<file path="config.mk">
export PLATFORM = sky130hd
export DESIGN_NAME = start_end_marker_frame_receiver
export DESIGN_NICKNAME = d
export VERILOG_FILES = /design/src/hw/rtl/smfr_pkg.sv /design/src/hw/rtl/smfr_front.sv /design/src/hw/rtl/smfr_queue.sv /design/src/hw/rtl/smfr_back.sv /design/src/hw/rtl/start_end_marker_frame_receiver.sv
export SDC_FILE = /design/constraint.sdc
export NUM_CORES = 1
export LEC_CHECK = 0
export ABC_CLOCK_PERIOD_IN_PS = 3900
export BUFFER_PORTS_ARGS = -buffer_cell sky130_fd_sc_hd__clkbuf_2
export CAP_MARGIN = 20
export CORE_ASPECT_RATIO = 1.5
export CORE_UTILIZATION = 35
export DETAILED_ROUTE_END_ITERATION = 16
export PLACE_DENSITY = 0.55
export SLEW_MARGIN = 20
export SYNTH_ARGS = -nofsm -noshare
export SYNTH_HDL_FRONTEND = slang
export SYNTH_SLANG_ARGS = --single-unit
</file>
<file path="constraint.sdc">
create_clock -name clock -period 3.9 [get_ports clock]
set_input_delay 0.585 -clock clock [delete_from_list [all_inputs] [get_ports clock]]
set_output_delay 0.585 -clock clock [all_outputs]
set_load 0.05 [all_outputs]
</file>
<file path="src/hw/rtl/smfr_pkg.sv">
// Shared types, codes and constants of the start/end marker frame receiver.
`timescale 1ns / 1ps
package smfr_pkg;

   localparam int PAYLOAD_LEN_DEFAULT = 7;
   localparam int QUEUE_DEPTH = 4;
   localparam int QPTR_W = $clog2(QUEUE_DEPTH);
   localparam int QCNT_W = $clog2(QUEUE_DEPTH + 1);

   localparam logic [7:0] START_BYTE = 8'hAF;
   localparam logic [7:0] END_BYTE = 8'hEF;
   localparam logic [15:0] TIMEOUT_RESET = 16'd1000;
   localparam logic [15:0] TICK_MAX = 16'hFFFF;

   localparam logic CMD_BYTE = 1'b0;
   localparam logic CMD_TICK = 1'b1;

   localparam logic KIND_PAYLOAD = 1'b0;
   localparam logic KIND_ERROR = 1'b1;

   localparam logic [1:0] OP_STORE = 2'd0;
   localparam logic [1:0] OP_ERROR = 2'd1;
   localparam logic [1:0] OP_EMIT = 2'd2;

   typedef struct packed {
      logic [1:0] code;
      logic [7:0] data;
   } op_type;

endpackage

</file>
<file path="src/hw/rtl/smfr_front.sv">
// Front end: classifies requests, tracks the frame timer and issues operations.
`timescale 1ns / 1ps
module smfr_front
   import smfr_pkg::*;
#(
   parameter int PAYLOAD_LEN = PAYLOAD_LEN_DEFAULT
) (
   input  logic        clock,
   input  logic        reset,
   input  logic        req_tvalid,
   output logic        req_tready,
   input  logic [7:0]  req_tdata,
   input  logic        req_tuser,
   input  logic        csr_wr_en,
   input  logic [15:0] csr_wr_data,
   output logic        push,
   output op_type      push_op,
   input  logic        queue_full
);

   localparam int CNT_W = $clog2(PAYLOAD_LEN + 1);

   logic [15:0]      timeout_ff, timeout_in;
   logic             collecting_ff, collecting_in;
   logic [CNT_W-1:0] count_ff, count_in;
   logic [15:0]      tick_ff, tick_in;
   logic             expired_ff, expired_in;
   logic [15:0]      tick_next;
   logic             accept;

   assign req_tready = !queue_full;
   assign accept = req_tvalid && req_tready;
   assign tick_next = (tick_ff != TICK_MAX) ? tick_ff + 16'd1 : tick_ff;

   always_comb begin
      timeout_in = csr_wr_en ? csr_wr_data : timeout_ff;
      collecting_in = collecting_ff;
      count_in = count_ff;
      tick_in = tick_ff;
      expired_in = expired_ff;
      push = 1'b0;
      push_op.code = OP_STORE;
      push_op.data = req_tdata;
      if (accept) begin
         if (req_tuser == CMD_TICK) begin
            if (collecting_ff && !expired_ff) begin
               tick_in = tick_next;
               if (tick_next >= timeout_ff) begin
                  expired_in = 1'b1;
               end
            end
         end else if (!collecting_ff) begin
            if (req_tdata == START_BYTE) begin
               collecting_in = 1'b1;
               count_in = '0;
               tick_in = '0;
               expired_in = 1'b0;
            end
         end else if (expired_ff) begin
            push = 1'b1;
            push_op.code = OP_ERROR;
            expired_in = 1'b0;
            collecting_in = 1'b0;
            count_in = '0;
         end else if (count_ff < CNT_W'(PAYLOAD_LEN)) begin
            push = 1'b1;
            push_op.code = OP_STORE;
            count_in = count_ff + CNT_W'(1);
         end else begin
            push = 1'b1;
            push_op.code = (req_tdata == END_BYTE) ? OP_EMIT : OP_ERROR;
            collecting_in = 1'b0;
            count_in = '0;
         end
      end
   end

   always_ff @(posedge clock) begin
      if (reset) begin
         timeout_ff <= TIMEOUT_RESET;
         collecting_ff <= 1'b0;
         count_ff <= '0;
         tick_ff <= '0;
         expired_ff <= 1'b0;
      end else begin
         timeout_ff <= timeout_in;
         collecting_ff <= collecting_in;
         count_ff <= count_in;
         tick_ff <= tick_in;
         expired_ff <= expired_in;
      end
   end

endmodule

</file>
<file path="src/hw/rtl/smfr_queue.sv">
// Short operation queue between the front end and the back end.
`timescale 1ns / 1ps
module smfr_queue
   import smfr_pkg::*;
(
   input  logic   clock,
   input  logic   reset,
   input  logic   push,
   input  op_type push_op,
   output logic   full,
   input  logic   pop,
   output op_type head_op,
   output logic   empty
);

   op_type            entry_ff [QUEUE_DEPTH];
   logic [QPTR_W-1:0] wr_ptr_ff, wr_ptr_in;
   logic [QPTR_W-1:0] rd_ptr_ff, rd_ptr_in;
   logic [QCNT_W-1:0] count_ff, count_in;
   logic              do_push, do_pop;

   assign full = (count_ff == QCNT_W'(QUEUE_DEPTH));
   assign empty = (count_ff == '0);
   assign head_op = entry_ff[rd_ptr_ff];
   assign do_push = push && !full;
   assign do_pop = pop && !empty;

   always_comb begin
      wr_ptr_in = wr_ptr_ff;
      rd_ptr_in = rd_ptr_ff;
      count_in = count_ff;
      if (do_push) begin
         wr_ptr_in = (wr_ptr_ff == QPTR_W'(QUEUE_DEPTH - 1)) ? '0 : wr_ptr_ff + QPTR_W'(1);
      end
      if (do_pop) begin
         rd_ptr_in = (rd_ptr_ff == QPTR_W'(QUEUE_DEPTH - 1)) ? '0 : rd_ptr_ff + QPTR_W'(1);
      end
      if (do_push && !do_pop) begin
         count_in = count_ff + QCNT_W'(1);
      end else if (do_pop && !do_push) begin
         count_in = count_ff - QCNT_W'(1);
      end
   end

   always_ff @(posedge clock) begin
      if (do_push) begin
         entry_ff[wr_ptr_ff] <= push_op;
      end
   end

   always_ff @(posedge clock) begin
      if (reset) begin
         wr_ptr_ff <= '0;
         rd_ptr_ff <= '0;
         count_ff <= '0;
      end else begin
         wr_ptr_ff <= wr_ptr_in;
         rd_ptr_ff <= rd_ptr_in;
         count_ff <= count_in;
      end
   end

endmodule

</file>
<file path="src/hw/rtl/smfr_back.sv">
// Back end: payload memory, frame replay and the result output register.
`timescale 1ns / 1ps
module smfr_back
   import smfr_pkg::*;
#(
   parameter int PAYLOAD_LEN = PAYLOAD_LEN_DEFAULT
) (
   input  logic       clock,
   input  logic       reset,
   input  op_type     head_op,
   input  logic       empty,
   output logic       pop,
   output logic       rsp_tvalid,
   input  logic       rsp_tready,
   output logic [7:0] rsp_tdata,
   output logic       rsp_tuser,
   output logic       rsp_tlast
);

   localparam int IDX_W = (PAYLOAD_LEN > 1) ? $clog2(PAYLOAD_LEN) : 1;
   localparam logic [1:0] ST_IDLE = 2'd0;
   localparam logic [1:0] ST_READ = 2'd1;
   localparam logic [1:0] ST_SEND = 2'd2;

   logic [7:0]       store_mem [PAYLOAD_LEN];
   logic [7:0]       rd_data_ff;
   logic [1:0]       state_ff, state_in;
   logic [IDX_W-1:0] wr_idx_ff, wr_idx_in;
   logic [IDX_W-1:0] rd_idx_ff, rd_idx_in;
   logic             valid_ff, valid_in;
   logic [7:0]       data_ff, data_in;
   logic             kind_ff, kind_in;
   logic             last_ff, last_in;
   logic             mem_we, mem_re, out_free, load;

   assign out_free = !valid_ff || rsp_tready;
   assign rsp_tvalid = valid_ff;
   assign rsp_tdata = data_ff;
   assign rsp_tuser = kind_ff;
   assign rsp_tlast = last_ff;

   always_comb begin
      state_in = state_ff;
      wr_idx_in = wr_idx_ff;
      rd_idx_in = rd_idx_ff;
      pop = 1'b0;
      mem_we = 1'b0;
      mem_re = 1'b0;
      load = 1'b0;
      data_in = data_ff;
      kind_in = kind_ff;
      last_in = last_ff;
      unique case (state_ff)
         ST_IDLE: begin
            if (!empty) begin
               unique case (head_op.code)
                  OP_STORE: begin
                     mem_we = 1'b1;
                     wr_idx_in = wr_idx_ff + IDX_W'(1);
                     pop = 1'b1;
                  end
                  OP_ERROR: begin
                     if (out_free) begin
                        load = 1'b1;
                        kind_in = KIND_ERROR;
                        data_in = '0;
                        last_in = 1'b1;
                        wr_idx_in = '0;
                        pop = 1'b1;
                     end
                  end
                  OP_EMIT: begin
                     wr_idx_in = '0;
                     rd_idx_in = '0;
                     pop = 1'b1;
                     state_in = ST_READ;
                  end
                  default: begin
                     pop = 1'b1;
                  end
               endcase
            end
         end
         ST_READ: begin
            mem_re = 1'b1;
            state_in = ST_SEND;
         end
         ST_SEND: begin
            if (out_free) begin
               load = 1'b1;
               kind_in = KIND_PAYLOAD;
               data_in = rd_data_ff;
               last_in = (rd_idx_ff == IDX_W'(PAYLOAD_LEN - 1));
               if (rd_idx_ff == IDX_W'(PAYLOAD_LEN - 1)) begin
                  state_in = ST_IDLE;
               end else begin
                  rd_idx_in = rd_idx_ff + IDX_W'(1);
                  state_in = ST_READ;
               end
            end
         end
         default: begin
            state_in = ST_IDLE;
         end
      endcase
      if (load) begin
         valid_in = 1'b1;
      end else if (rsp_tready) begin
         valid_in = 1'b0;
      end else begin
         valid_in = valid_ff;
      end
   end

   always_ff @(posedge clock) begin
      if (mem_we) begin
         store_mem[wr_idx_ff] <= head_op.data;
      end
      if (mem_re) begin
         rd_data_ff <= store_mem[rd_idx_ff];
      end
   end

   always_ff @(posedge clock) begin
      data_ff <= data_in;
      kind_ff <= kind_in;
      last_ff <= last_in;
   end

   always_ff @(posedge clock) begin
      if (reset) begin
         state_ff <= ST_IDLE;
         wr_idx_ff <= '0;
         rd_idx_ff <= '0;
         valid_ff <= 1'b0;
      end else begin
         state_ff <= state_in;
         wr_idx_ff <= wr_idx_in;
         rd_idx_ff <= rd_idx_in;
         valid_ff <= valid_in;
      end
   end

endmodule

</file>
<file path="src/hw/rtl/start_end_marker_frame_receiver.sv">
// Frame receiver that collects payload bytes between start and end markers.
// Each request is a received byte or a timer tick and is accepted while the
// four-entry operation queue has room. A good frame is replayed from the payload
// memory result by result: each byte is first read from the memory and then loaded
// into the output register, which can hold the replay under back-pressure. An error
// result goes straight into the output register. Ticks are absorbed by the front end
// and never enter the queue, but they wait like bytes while the queue is full. Up to
// four bytes of the next frame can queue while the back end replays a frame.
`timescale 1ns / 1ps
module start_end_marker_frame_receiver
   import smfr_pkg::*;
#(
   parameter int PAYLOAD_LEN = PAYLOAD_LEN_DEFAULT
) (
   input  logic        clock,
   input  logic        reset,
   input  logic        req_tvalid,
   output logic        req_tready,
   input  logic [7:0]  req_tdata,   // [7:0] rx_byte
   input  logic        req_tuser,   // [0] cmd
   output logic        rsp_tvalid,
   input  logic        rsp_tready,
   output logic [7:0]  rsp_tdata,   // [7:0] data_byte
   output logic        rsp_tuser,   // [0] kind
   output logic        rsp_tlast,
   input  logic        csr_wr_en,
   input  logic [15:0] csr_wr_data
);

   logic   push, queue_full, pop, queue_empty;
   op_type push_op, head_op;

   smfr_front #(
      .PAYLOAD_LEN(PAYLOAD_LEN)
   ) u_front (
      .clock      (clock),
      .reset      (reset),
      .req_tvalid (req_tvalid),
      .req_tready (req_tready),
      .req_tdata  (req_tdata),
      .req_tuser  (req_tuser),
      .csr_wr_en  (csr_wr_en),
      .csr_wr_data(csr_wr_data),
      .push       (push),
      .push_op    (push_op),
      .queue_full (queue_full)
   );

   smfr_queue u_queue (
      .clock  (clock),
      .reset  (reset),
      .push   (push),
      .push_op(push_op),
      .full   (queue_full),
      .pop    (pop),
      .head_op(head_op),
      .empty  (queue_empty)
   );

   smfr_back #(
      .PAYLOAD_LEN(PAYLOAD_LEN)
   ) u_back (
      .clock     (clock),
      .reset     (reset),
      .head_op   (head_op),
      .empty     (queue_empty),
      .pop       (pop),
      .rsp_tvalid(rsp_tvalid),
      .rsp_tready(rsp_tready),
      .rsp_tdata (rsp_tdata),
      .rsp_tuser (rsp_tuser),
      .rsp_tlast (rsp_tlast)
   );

endmodule
</file>
==> flow_metrics.py, run 1 <==
metrics = {
    "synth": {
        "syn_inst": 595,
        "yosysWarningCount": 0,
        "syn-mean-instance-area_um2": 12.7,
        "syn_area_um2": 7570,
        "synth-seq-area-share": 0.597,
        "synth_seq_cells": 169,
        "synth_fa_ha_area_frac": 0.0539,
        "synth_cell_types": 59,
        "synthTopCellsByCount": "114 x edfxtp_1, 55 x dfxtp_1, 46 x nand2_1",
        "ys_top_cells_by_area": "edfxtp_1 45%, dfxtp_1 15%, mux4_2 5.4%, ha_1 5.1%, mux2i_1 3.2%",
        "synth-edff-count": 114,
        "synth-simple-area-share": 0.120,
        "synth-compound-area-share": 0.0765,
        "synth.area.mux_share": 0.102,
        "ys.flop_type": "edfxtp_1",
        "synthXorXnorAreaFrac": 0.0173,
        "synth_top_cell_area_share": 0.452,
        "synth_top_family_by_area": "simple AND/OR/NAND/NOR gates",
        "synthArstFlopShare": 0,
        "synth.most_common_cell": "edfxtp_1",
        "yosys.area.top_type": "edfxtp_1",
        "synth_nets": 657,
    },
    "clocking": {
        "cts_sinks": 169,
        "clkSlewWorstSetupHoldPaths_ns": 0.06,
        "cts_root_buf": "clkbuf_16",
        "clk_latency_ns": 0.42,
        "ctsHoldBuffers": 0,
        "post_cts_buffers": 0,
        "htree_levels": 4,
        "clock_path_buffers": 2,
        "post_cts_resized": 0,
        "numCtsBuffers": 17,
        "cts_tree": "built",
    },
    "sta": {
        "finalHoldViolCount": 0,
        "finalSetupViolations": 0,
        "relSlewSlack": 0.332,
        "period_minus_slack_ns": 3.21,
        "finalCritPeriodShare": 0.823,
        "rsz0062_at_grt": "false",
        "worstMarginPinSlew_ns": 1.00,
        "skew_ns": 0.00894,
        "drv_slew": 0,
        "max_freq_mhz": 312,
        "setup_tns_ns": 0,
    },
    "drt": {
        "vias": 4671,
        "ant_nets": 0,
        "drt_pass1_iterations": 4,
        "drt_iter0_markers": 204,
        "viasPerCell": 5.10,
        "drcViolationCount": 0,
        "drt-wirelength-per-cell_um": 16.4,
        "routed_wl_um": 15000,
    },
    "worst_setup_path": {
        "rr_startpoint": "u_front.tick_ff[0]",
        "crit_path_end_kind": "register",
        "startpoint_type": "register",
        "r2r_cells": 9,
        "r2r-end": "u_front.expired_ff",
        "required_ns": 4.23,
        "worst_ep_arrival_time_ns": 3.54,
        "ff2ff_setup_slack_ns": 0.69,
        "path_class": "reg -> reg",
        "worstPathMaxFanout": 7,
    },
    "power": {
        "powerDensity_nw_per_um2": 555,
        "p_total_mw": 4.80,
        "leakagePower_nw": 3.08,
        "vdd_drop_max_mv": 0.274,
    },
    "final_layout": {
        "final_core_util": 0.409,
        "syn2layout_area_growth_pct": 14.3,
        "drive_gt1_frac": 0.181,
        "diodes": 0,
        "fin_nets": 697,
        "design_area_um2": 8660,
        "filler_cell_count": 2013,
    },
    "placed_design": {
        "numPortBuffers": 41,
        "place_area_um2": 8060,
        "place.gp.congestion": 0.848,
        "dp_hpwl_um": 11000,
    },
    "hold_path": {
        "holdPathStages": 3,
        "worstHoldEndpoint": "u_front.timeout_ff[7]",
        "hold_start": "csr_wr_data[7]",
        "holdCritPathClass": "in -> reg",
    },
    "floorplanning": {
        "row_count": 65,
        "core_um2": 21100,
        "io_pins": 42,
        "die_w_um": 122,
        "die_area_um2": 22200,
        "die_h_um": 182,
        "initial_utilization": 0.358,
    },
    "grt": {
        "antenna_found_initial": 0,
        "overflow": 0,
        "grt_usage": 0.147,
        "grt_pass1_vias": 4811,
        "grt_pass1_wl_um": 24800,
        "grt_start_max_net_pins": 34,
    },
    "job": {
        "maxCapViolCount": 0,
    },
    "run_status": {
        "status": "finished clean",
    },
}
==> kinds of logic (layout without fill, tap and decap cells) <==
group,after synthesis,count (layout)
AO/OA/AOI/OAI,92,92
XOR/XNOR,15,15
adder cells (fa/ha/maj),32,32
buffers and inverters,60,113
flip-flops,169,169
multiplexers,53,53
AND/OR/NAND/NOR,174,174
==> through the flow <==
step / cells / hold WS [ns] / setup slack (ns)
detailed placement: 884 / 0.484 / 0.727
floorplan: 595 / 0.458 / 0.813
global placement: 884 / 0.467 / 0.735
global route: 916 / 0.379 / 0.552
CTS: 916 / 0.361 / 0.687
finish: 916 / 0.380 / 0.691
==> where the power goes <==
part | total, mW | internal (mW) | switching (mW)
clock | 1.73 | 1.02 | 0.708
combinational | 0.854 | 0.347 | 0.507
sequential | 2.22 | 2.11 | 0.105
==> state kept, by name, summed over array words and instances, names as in the netlist, 2 cells and up, named ones only <==
| signal | cells |
|---|---|
| u_queue.count_ff | 3 |
| u_queue.rd_ptr_ff | 2 |
| u_back.rd_idx_ff | 3 |
| u_back.rsp_tdata | 8 |
| u_front.tick_ff | 16 |
| u_back.rd_data_ff | 8 |
| u_back.state_ff | 2 |
| u_back.store_mem | 56 |
| u_back.wr_idx_ff | 3 |
| u_queue.entry_ff | 40 |
| u_front.timeout_ff | 16 |
| u_queue.wr_ptr_ff | 2 |
| u_front.count_ff | 3 |
==> worst max-delay path: stages, from the launching register on <==
cell and delay (ns):
dfxtp_1 0.42, ha_1 0.26, nand4_1 0.15, or4_1 0.69
mux2_1 0.37, ha_1 0.28, a21o_1 0.13, a2111oi_0 0.09
or4_1 0.48, a311oi_1 0.26
==> routing by layer <==
layer,vias to the layer above,part of all wire,global-route usage
met5,-,0,0
met4,0,0.021,0.0566
met3,23,0.027,0.0306
met2,81,0.57,0.277
met1,2284,0.38,0.157
li1,2283,-,-
==> cells in the final DEF, fill, tap and decap left out, drive strengths merged, types with 3 or more instances in the layout <==
cell / synthesis / routed
clkbuf: 13 / 61
dfxtp: 55 / 55
nor2: 43 / 43
mux2: 11 / 11
nand4: 8 / 8
edfxtp: 114 / 114
buf: 19 / 12
bufinv: 0 / 3
nand4b: 3 / 3
or3: 7 / 7
nor3: 8 / 8
nand2b: 8 / 8
nand2: 46 / 46
nand3: 14 / 14
a21o: 4 / 4
and2: 11 / 11
and3: 6 / 6
inv: 28 / 33
mux2i: 24 / 24
o21ai: 19 / 19
nor3b: 3 / 3
nand3b: 3 / 3
o211ai: 8 / 8
and4: 3 / 3
a21oi: 27 / 27
xor2: 7 / 7
nor2b: 4 / 4
ha: 31 / 31
mux4: 18 / 18
a31oi: 15 / 15
a32o: 3 / 3
xnor2: 8 / 8
==> cell type report <==
cell class	instances	area (µm²)	share of cell area
Clock inverter	12	163	0.0188
Sequential cell	169	4520	0.523
Timing Repair Buffer	53	295	0.0341
Inverter	28	105	0.0121
Clock buffer	20	437	0.0504
Multi-Input combinational cell	366	2800	0.323
Tap cell	268	335	0.0387
==> worst max path at each step <==
stage | to | cells after the start | from | slack, ns
global placement | u_front.expired_ff | 9 | u_front.tick_ff[0] | 0.73
CTS | u_front.expired_ff | 9 | u_front.tick_ff[0] | 0.69
detailed placement | u_front.expired_ff | 9 | u_front.tick_ff[0] | 0.73
floorplan | u_queue.count_ff[2] | 12 | register | 0.81
finish | u_front.expired_ff | 9 | u_front.tick_ff[0] | 0.69
global route | u_front.expired_ff | 9 | u_front.tick_ff[0] | 0.55
Power figures use the tool's default switching activity.
==> run 2: changes to the inputs <==
Settings changed: ABC_AREA from default to 1, ABC_CLOCK_PERIOD_IN_PS 3900 to 3070.
Clock period 3.9 ns to 3.07 ns, I/O delays scaled along.
==> flow_metrics.py, run 2 <==
metrics = {
    "sta": {
        "relSlewSlack": 0.305,
        "skew_ns": 0.0108,
        "worst_hold_slack_ns": 0.238,
        "finalSetupViolations": 0,
        "setup_tns_ns": 0,
        "max_freq_mhz": 375,
        "rsz0062_at_grt": "false",
        "drv_slew": 0,
        "finalHoldViolCount": 0,
        "worstMarginPinSlew_ns": 1.04,
        "finalCritPeriodShare": 0.869,
        "period_minus_slack_ns": 2.67,
    },
    "power": {
        "netSwitchingPower_mw": 2.29,
        "seq_power_share": 0.435,
        "switching_share": 0.339,
        "powerDensity_nw_per_um2": 774,
        "vdd_drop_max_mv": 0.365,
        "leakagePower_nw": 3.45,
        "internal_power_mw": 4.47,
        "clkPwrFrac": 0.315,
        "combPwrFrac": 0.250,
    },
    "grt": {
        "grt_util_met1": 0.176,
        "overflow": 0,
        "use_met3": 0.0295,
        "met2_usage": 0.263,
        "antenna_found_initial": 0,
        "grt_start_max_net_pins": 28,
        "grt_busiest_layer": "met2",
        "grt_usage": 0.151,
        "grt_pass1_vias": 5068,
        "grt_pass1_wl_um": 25300,
    },
    "clocking": {
        "post_cts_buffers": 0,
        "cts_root_buf": "clkbuf_16",
        "ctsHoldBuffers": 0,
        "post_cts_resized": 0,
        "cts_sinks": 169,
        "clock_path_buffers": 2,
        "clkSlewWorstSetupHoldPaths_ns": 0.07,
        "htree_levels": 4,
        "numCtsBuffers": 17,
        "clk_latency_ns": 0.44,
        "cts_tree": "built",
    },
    "synth": {
        "synth.area.mux_share": 0,
        "syn_area_um2": 7560,
        "synthXorXnorAreaFrac": 0.0104,
        "syn-mean-instance-area_um2": 9.94,
        "ys_top_cells_by_area": "edfxtp_1 45%, dfxtp_1 15%, nand2_1 6.5%, ha_1 5.1%, o21ai_0 4.8%",
        "synth_nets": 822,
        "syn_inst": 760,
        "synth_fa_ha_area_frac": 0.0540,
        "synth-seq-area-share": 0.599,
        "ys.flop_type": "edfxtp_1",
        "synth-simple-area-share": 0.151,
        "synth_top_cell_area_share": 0.453,
        "synth-compound-area-share": 0.126,
        "synth_top_family_by_area": "simple AND/OR/NAND/NOR gates",
        "synth_cell_types": 41,
        "synth-edff-count": 114,
        "yosys.area.top_type": "edfxtp_1",
        "synth_seq_cells": 169,
        "synthTopCellsByCount": "131 x nand2_1, 114 x edfxtp_1, 82 x inv_1",
        "synthArstFlopShare": 0,
        "synth.most_common_cell": "nand2_1",
        "yosysWarningCount": 0,
    },
    "drt": {
        "drt-wirelength-per-cell_um": 14.1,
        "drt_pass1_iterations": 4,
        "drcViolationCount": 0,
        "ant_nets": 0,
        "viasPerCell": 4.75,
        "drt_iter0_markers": 285,
        "routed_wl_um": 15400,
        "vias": 5197,
    },
    "final_layout": {
        "fin_nets": 876,
        "largest-register": "u_back.store_mem",
        "drive_gt1_frac": 0.141,
        "top_regs": "u_back.store_mem: 56 flops, u_queue.entry_ff: 40 flops",
        "final_cell_mix": "131 x nand2_1, 114 x edfxtp_1, 82 x inv_1",
        "diodes": 0,
        "largest_register_ffs": 56,
        "syn2layout_area_growth_pct": 15.4,
        "final_common_cell": "nand2_1",
    },
    "worst_setup_path": {
        "path_class": "reg -> reg",
        "crit_path_end_kind": "register",
        "worstPathMaxFanout": 12,
        "worst_ep_arrival_time_ns": 2.99,
        "required_ns": 3.39,
        "ff2ff_setup_slack_ns": 0.40,
        "startpoint_type": "register",
    },
    "floorplanning": {
        "die_h_um": 182,
        "die_area_um2": 22200,
        "die_w_um": 122,
        "io_pins": 42,
        "initial_utilization": 0.357,
        "core_um2": 21100,
        "row_count": 65,
    },
    "placed_design": {
        "numPortBuffers": 41,
        "dp_hpwl_um": 10500,
        "place.gp.congestion": 0.820,
    },
    "hold_path": {
        "holdCritPathClass": "in -> reg",
    },
    "job": {
        "maxCapViolCount": 0,
    },
    "run_status": {
        "status": "finished clean",
    },
}
## run 2: cell types whose count changed after synthesis, sizes merged, moves of 13 or more
| cell | change |
|---|---|
| a21oi | +44 |
| a31oi | -13 |
| buf | -13 |
| inv | +59 |
| mux2i | -24 |
| mux4 | -18 |
| nand2 | +98 |
| nor2 | +34 |
| o21ai | +54 |
| o22ai | +16 |
## run 2: layer usage
metal  routed length (µm)  vias to the layer above
li1                     -                     2698
met1                 6610                     2402
met2                 8060                       73
met3                  394                       24
met4                  346                        0
met5                    0                        -
## run 2: path summary, 6_finish.rpt
path                                            start                     to  depth (start not counted)
worst max-delay path                         register    u_queue.count_ff[1]                         12
worst min-delay path                   csr_wr_data[9]  u_front.timeout_ff[9]                          3
worst max register to register               register    u_queue.count_ff[1]                         12
worst min register to register  u_front.timeout_ff[1]  u_front.timeout_ff[1]                          2
## run 2: area by class of cell
cell class	instances	area (µm²)
Sequential cell	169	4520
Fill cell	2084	12400
Clock inverter	14	166
Multi-Input combinational cell	477	2580
Tap cell	268	335
Inverter	89	334
Timing Repair Buffer	60	348
Clock buffer	18	429
## run 2: logic make-up after synthesis
logic type	count (synthesis)
adders and majority gates	32
AOI/OAI and AO/OA	176
and+or+nand+nor	260
DFF	169
buffers and inverters	114
xor gates and xnor gates	9
## run 2: worst max-delay path, cell delays in order (launching register included)
cell and delay (ns):
dfxtp_1 0.31, inv_1 0.25, a21oi_1 0.07, a32oi_1 0.30
inv_1 0.11, ha_1 0.21, a21oi_1 0.29, inv_1 0.10
ha_1 0.20, inv_1 0.10, fa_1 0.42, o21ai_0 0.15
a21oi_1 0.05
## run 2: per-stage QoR
step	area [µm²]	instances	util	setup slack, ns	total power, mW
floorplan	7560	760	-	0.590	4.07
global placement	8130	1063	0.384	0.487	4.68
finish	8720	1095	0.412	0.402	6.75
detailed placement	8130	1063	0.384	0.367	4.70
CTS	8720	1095	0.412	0.372	6.85
global route	8720	1095	0.412	0.146	7.17
## run 2: power groups by stage
stage               registers [mW]  logic (mW)  clock network (mW)
floorplan                     3.12       0.952                   0
global placement              2.99        1.69                   0
detailed placement            2.99        1.71                   0
CTS                           2.94        1.71                2.19
global route                  2.97        1.95                2.26
finish                        2.94        1.69                2.13
==> run 3: changes to the inputs <==
Settings changed: CAP_MARGIN 20 to default, PLACE_DENSITY 0.55 to default.
==> flow_metrics.py, run 3 (synthesis gave the netlist of run 2 again) <==
metrics = {
    "worst_setup_path": {
        "crit_path_end_kind": "register",
        "crit_family": "adder cells",
        "crit_buf_inv": 4,
        "cpPeakStageDelay_ns": 0.41,
        "worst_path_max_delay_cell": "fa_1",
        "required_ns": 3.39,
        "startpoint_type": "register",
        "cp_common_cell": "inv_1",
        "path_class": "reg -> reg",
        "cp_cell_sequence": "inv_1 > a21oi_1 > a32oi_1 > inv_1 > ha_1 > a21oi_2 > inv_1 > ha_1 > inv_1 > fa_1 > o21ai_0 > a21oi_1",
        "worst_ep_arrival_time_ns": 2.98,
        "worstPathMaxFanout": 12,
    },
    "sta": {
        "max_freq_mhz": 375,
        "worst_hold_slack_ns": 0.249,
        "drv_slew": 0,
        "setup_tns_ns": 0,
        "rsz0062_at_grt": "false",
        "finalSetupViolations": 0,
        "worstMarginPinSlew_ns": 0.710,
        "skew_ns": 0.00953,
        "finalHoldViolCount": 0,
        "relSlewSlack": 0.525,
        "fin_ws_ns": 0.406,
        "finalCritPeriodShare": 0.868,
        "period_minus_slack_ns": 2.66,
    },
    "floorplanning": {
        "die_area_um2": 22200,
        "core_um2": 21100,
        "initial_utilization": 0.357,
        "io_pins": 42,
        "die_w_um": 122,
        "row_count": 65,
        "die_h_um": 182,
    },
    "drt": {
        "viasPerCell": 4.68,
        "vias": 5122,
        "drt_iter0_markers": 237,
        "routed_wl_um": 14500,
        "drcViolationCount": 0,
        "drt-wirelength-per-cell_um": 13.3,
        "ant_nets": 0,
        "drt_pass1_iterations": 4,
    },
    "power": {
        "vdd_drop_max_mv": 0.315,
        "p_total_mw": 6.57,
        "powerDensity_nw_per_um2": 759,
        "leakagePower_nw": 3.42,
    },
    "placed_design": {
        "dp_worst_setup_slack_ns": 0.309,
        "numPortBuffers": 41,
        "place.gp.congestion": 0.820,
        "dp_hpwl_um": 10400,
    },
    "clocking": {
        "clk_latency_ns": 0.43,
        "post_cts_buffers": 0,
        "cts_tree": "built",
        "clkSlewWorstSetupHoldPaths_ns": 0.06,
        "clock_path_buffers": 2,
        "ctsHoldBuffers": 0,
        "cts_sinks": 169,
        "numCtsBuffers": 17,
        "htree_levels": 4,
        "cts_root_buf": "clkbuf_16",
    },
    "hold_path": {
        "holdCritPathClass": "in -> reg",
    },
    "final_layout": {
        "fin_nets": 876,
        "final_common_cell": "nand2_1",
        "drive_gt1_frac": 0.139,
        "largest-register": "u_back.store_mem",
        "multi_input_area_um2": 2590,
        "largest_register_ffs": 56,
        "final_cell_mix": "131 x nand2_1, 114 x edfxtp_1, 82 x inv_1",
        "top_regs": "u_back.store_mem: 56 flops, u_queue.entry_ff: 40 flops",
        "syn2layout_area_growth_pct": 14.5,
        "filler_cell_count": 2109,
        "seq_area_um2": 4520,
        "diodes": 0,
    },
    "grt": {
        "grt_pass1_wl_um": 24000,
        "grt_pass1_vias": 5041,
        "grt_start_max_net_pins": 28,
        "antenna_found_initial": 0,
        "grt_usage": 0.142,
        "overflow": 0,
    },
    "run_status": {
        "status": "finished clean",
    },
    "job": {
        "maxCapViolCount": 0,
    },
}
run 3: cell types whose count changed in the layout (fill, tap and decap cells not counted), moves of 2 or more:
cell | previous run | this run
clkinv_1 | 2 | 4
clkinv_2 | 1 | 3
inv_8 | 0 | 2
clkinv_4 | 2 | 0
clkinv_8 | 4 | 0
run 3: layout make-up:
cell class	instances	share of cell area
clock buffer	19	0.0500
clock inverter	13	0.0108
inverter	89	0.0386
multi-input combinational	477	0.299
sequential	169	0.523
tap	268	0.0387
timing repair buffer	60	0.0402
run 3: worst paths after layout:
path / start / to / slack (ns) / cells past startpoint
worst max-delay path: register / u_queue.count_ff[1] / 0.41 / 12
worst min-delay path: csr_wr_data[9] / u_front.timeout_ff[9] / 0.25 / 3
worst max register to register: register / u_queue.count_ff[1] / 0.41 / 12
worst min register to register: u_front.timeout_ff[4] / u_front.timeout_ff[4] / 0.47 / 2
run 3: per-layer routing:
layer,part of all wire,track usage
met4,0.020,0.0583
met5,0,0
met1,0.41,0.149
met3,0.031,0.0317
met2,0.54,0.266
run 3: per-stage QoR:
stage,utilization,std cells,cell area [µm²]
after floorplan,-,760,7560
after global placement,0.384,1063,8130
after detailed placement,0.384,1063,8130
after CTS,0.409,1095,8650
after global routing,0.409,1095,8660
final,0.409,1095,8660
run 3: worst reg2reg max path, cell delays in order (launching register included):
cell and delay, ns:
dfxtp_1 0.36, inv_1 0.30, a21oi_1 0.08, a32oi_1 0.27, inv_1 0.11, ha_1 0.22
a21oi_2 0.22, inv_1 0.09, ha_1 0.20, inv_1 0.10, fa_1 0.41, o21ai_0 0.16
a21oi_1 0.06
run 3: where the power goes:
part	switching, mW	leakage, nW	internal, mW	total (mW)
registers	0.107	1.47	2.82	2.93
clock network	0.911	0.253	1.04	1.95
logic	1.19	1.71	0.495	1.68
run 3: timing repair:
item                       in CTS  in global routing
setup endpoints to repair       0                  1
resized for setup               0                  1
hold endpoints to repair        0                  0
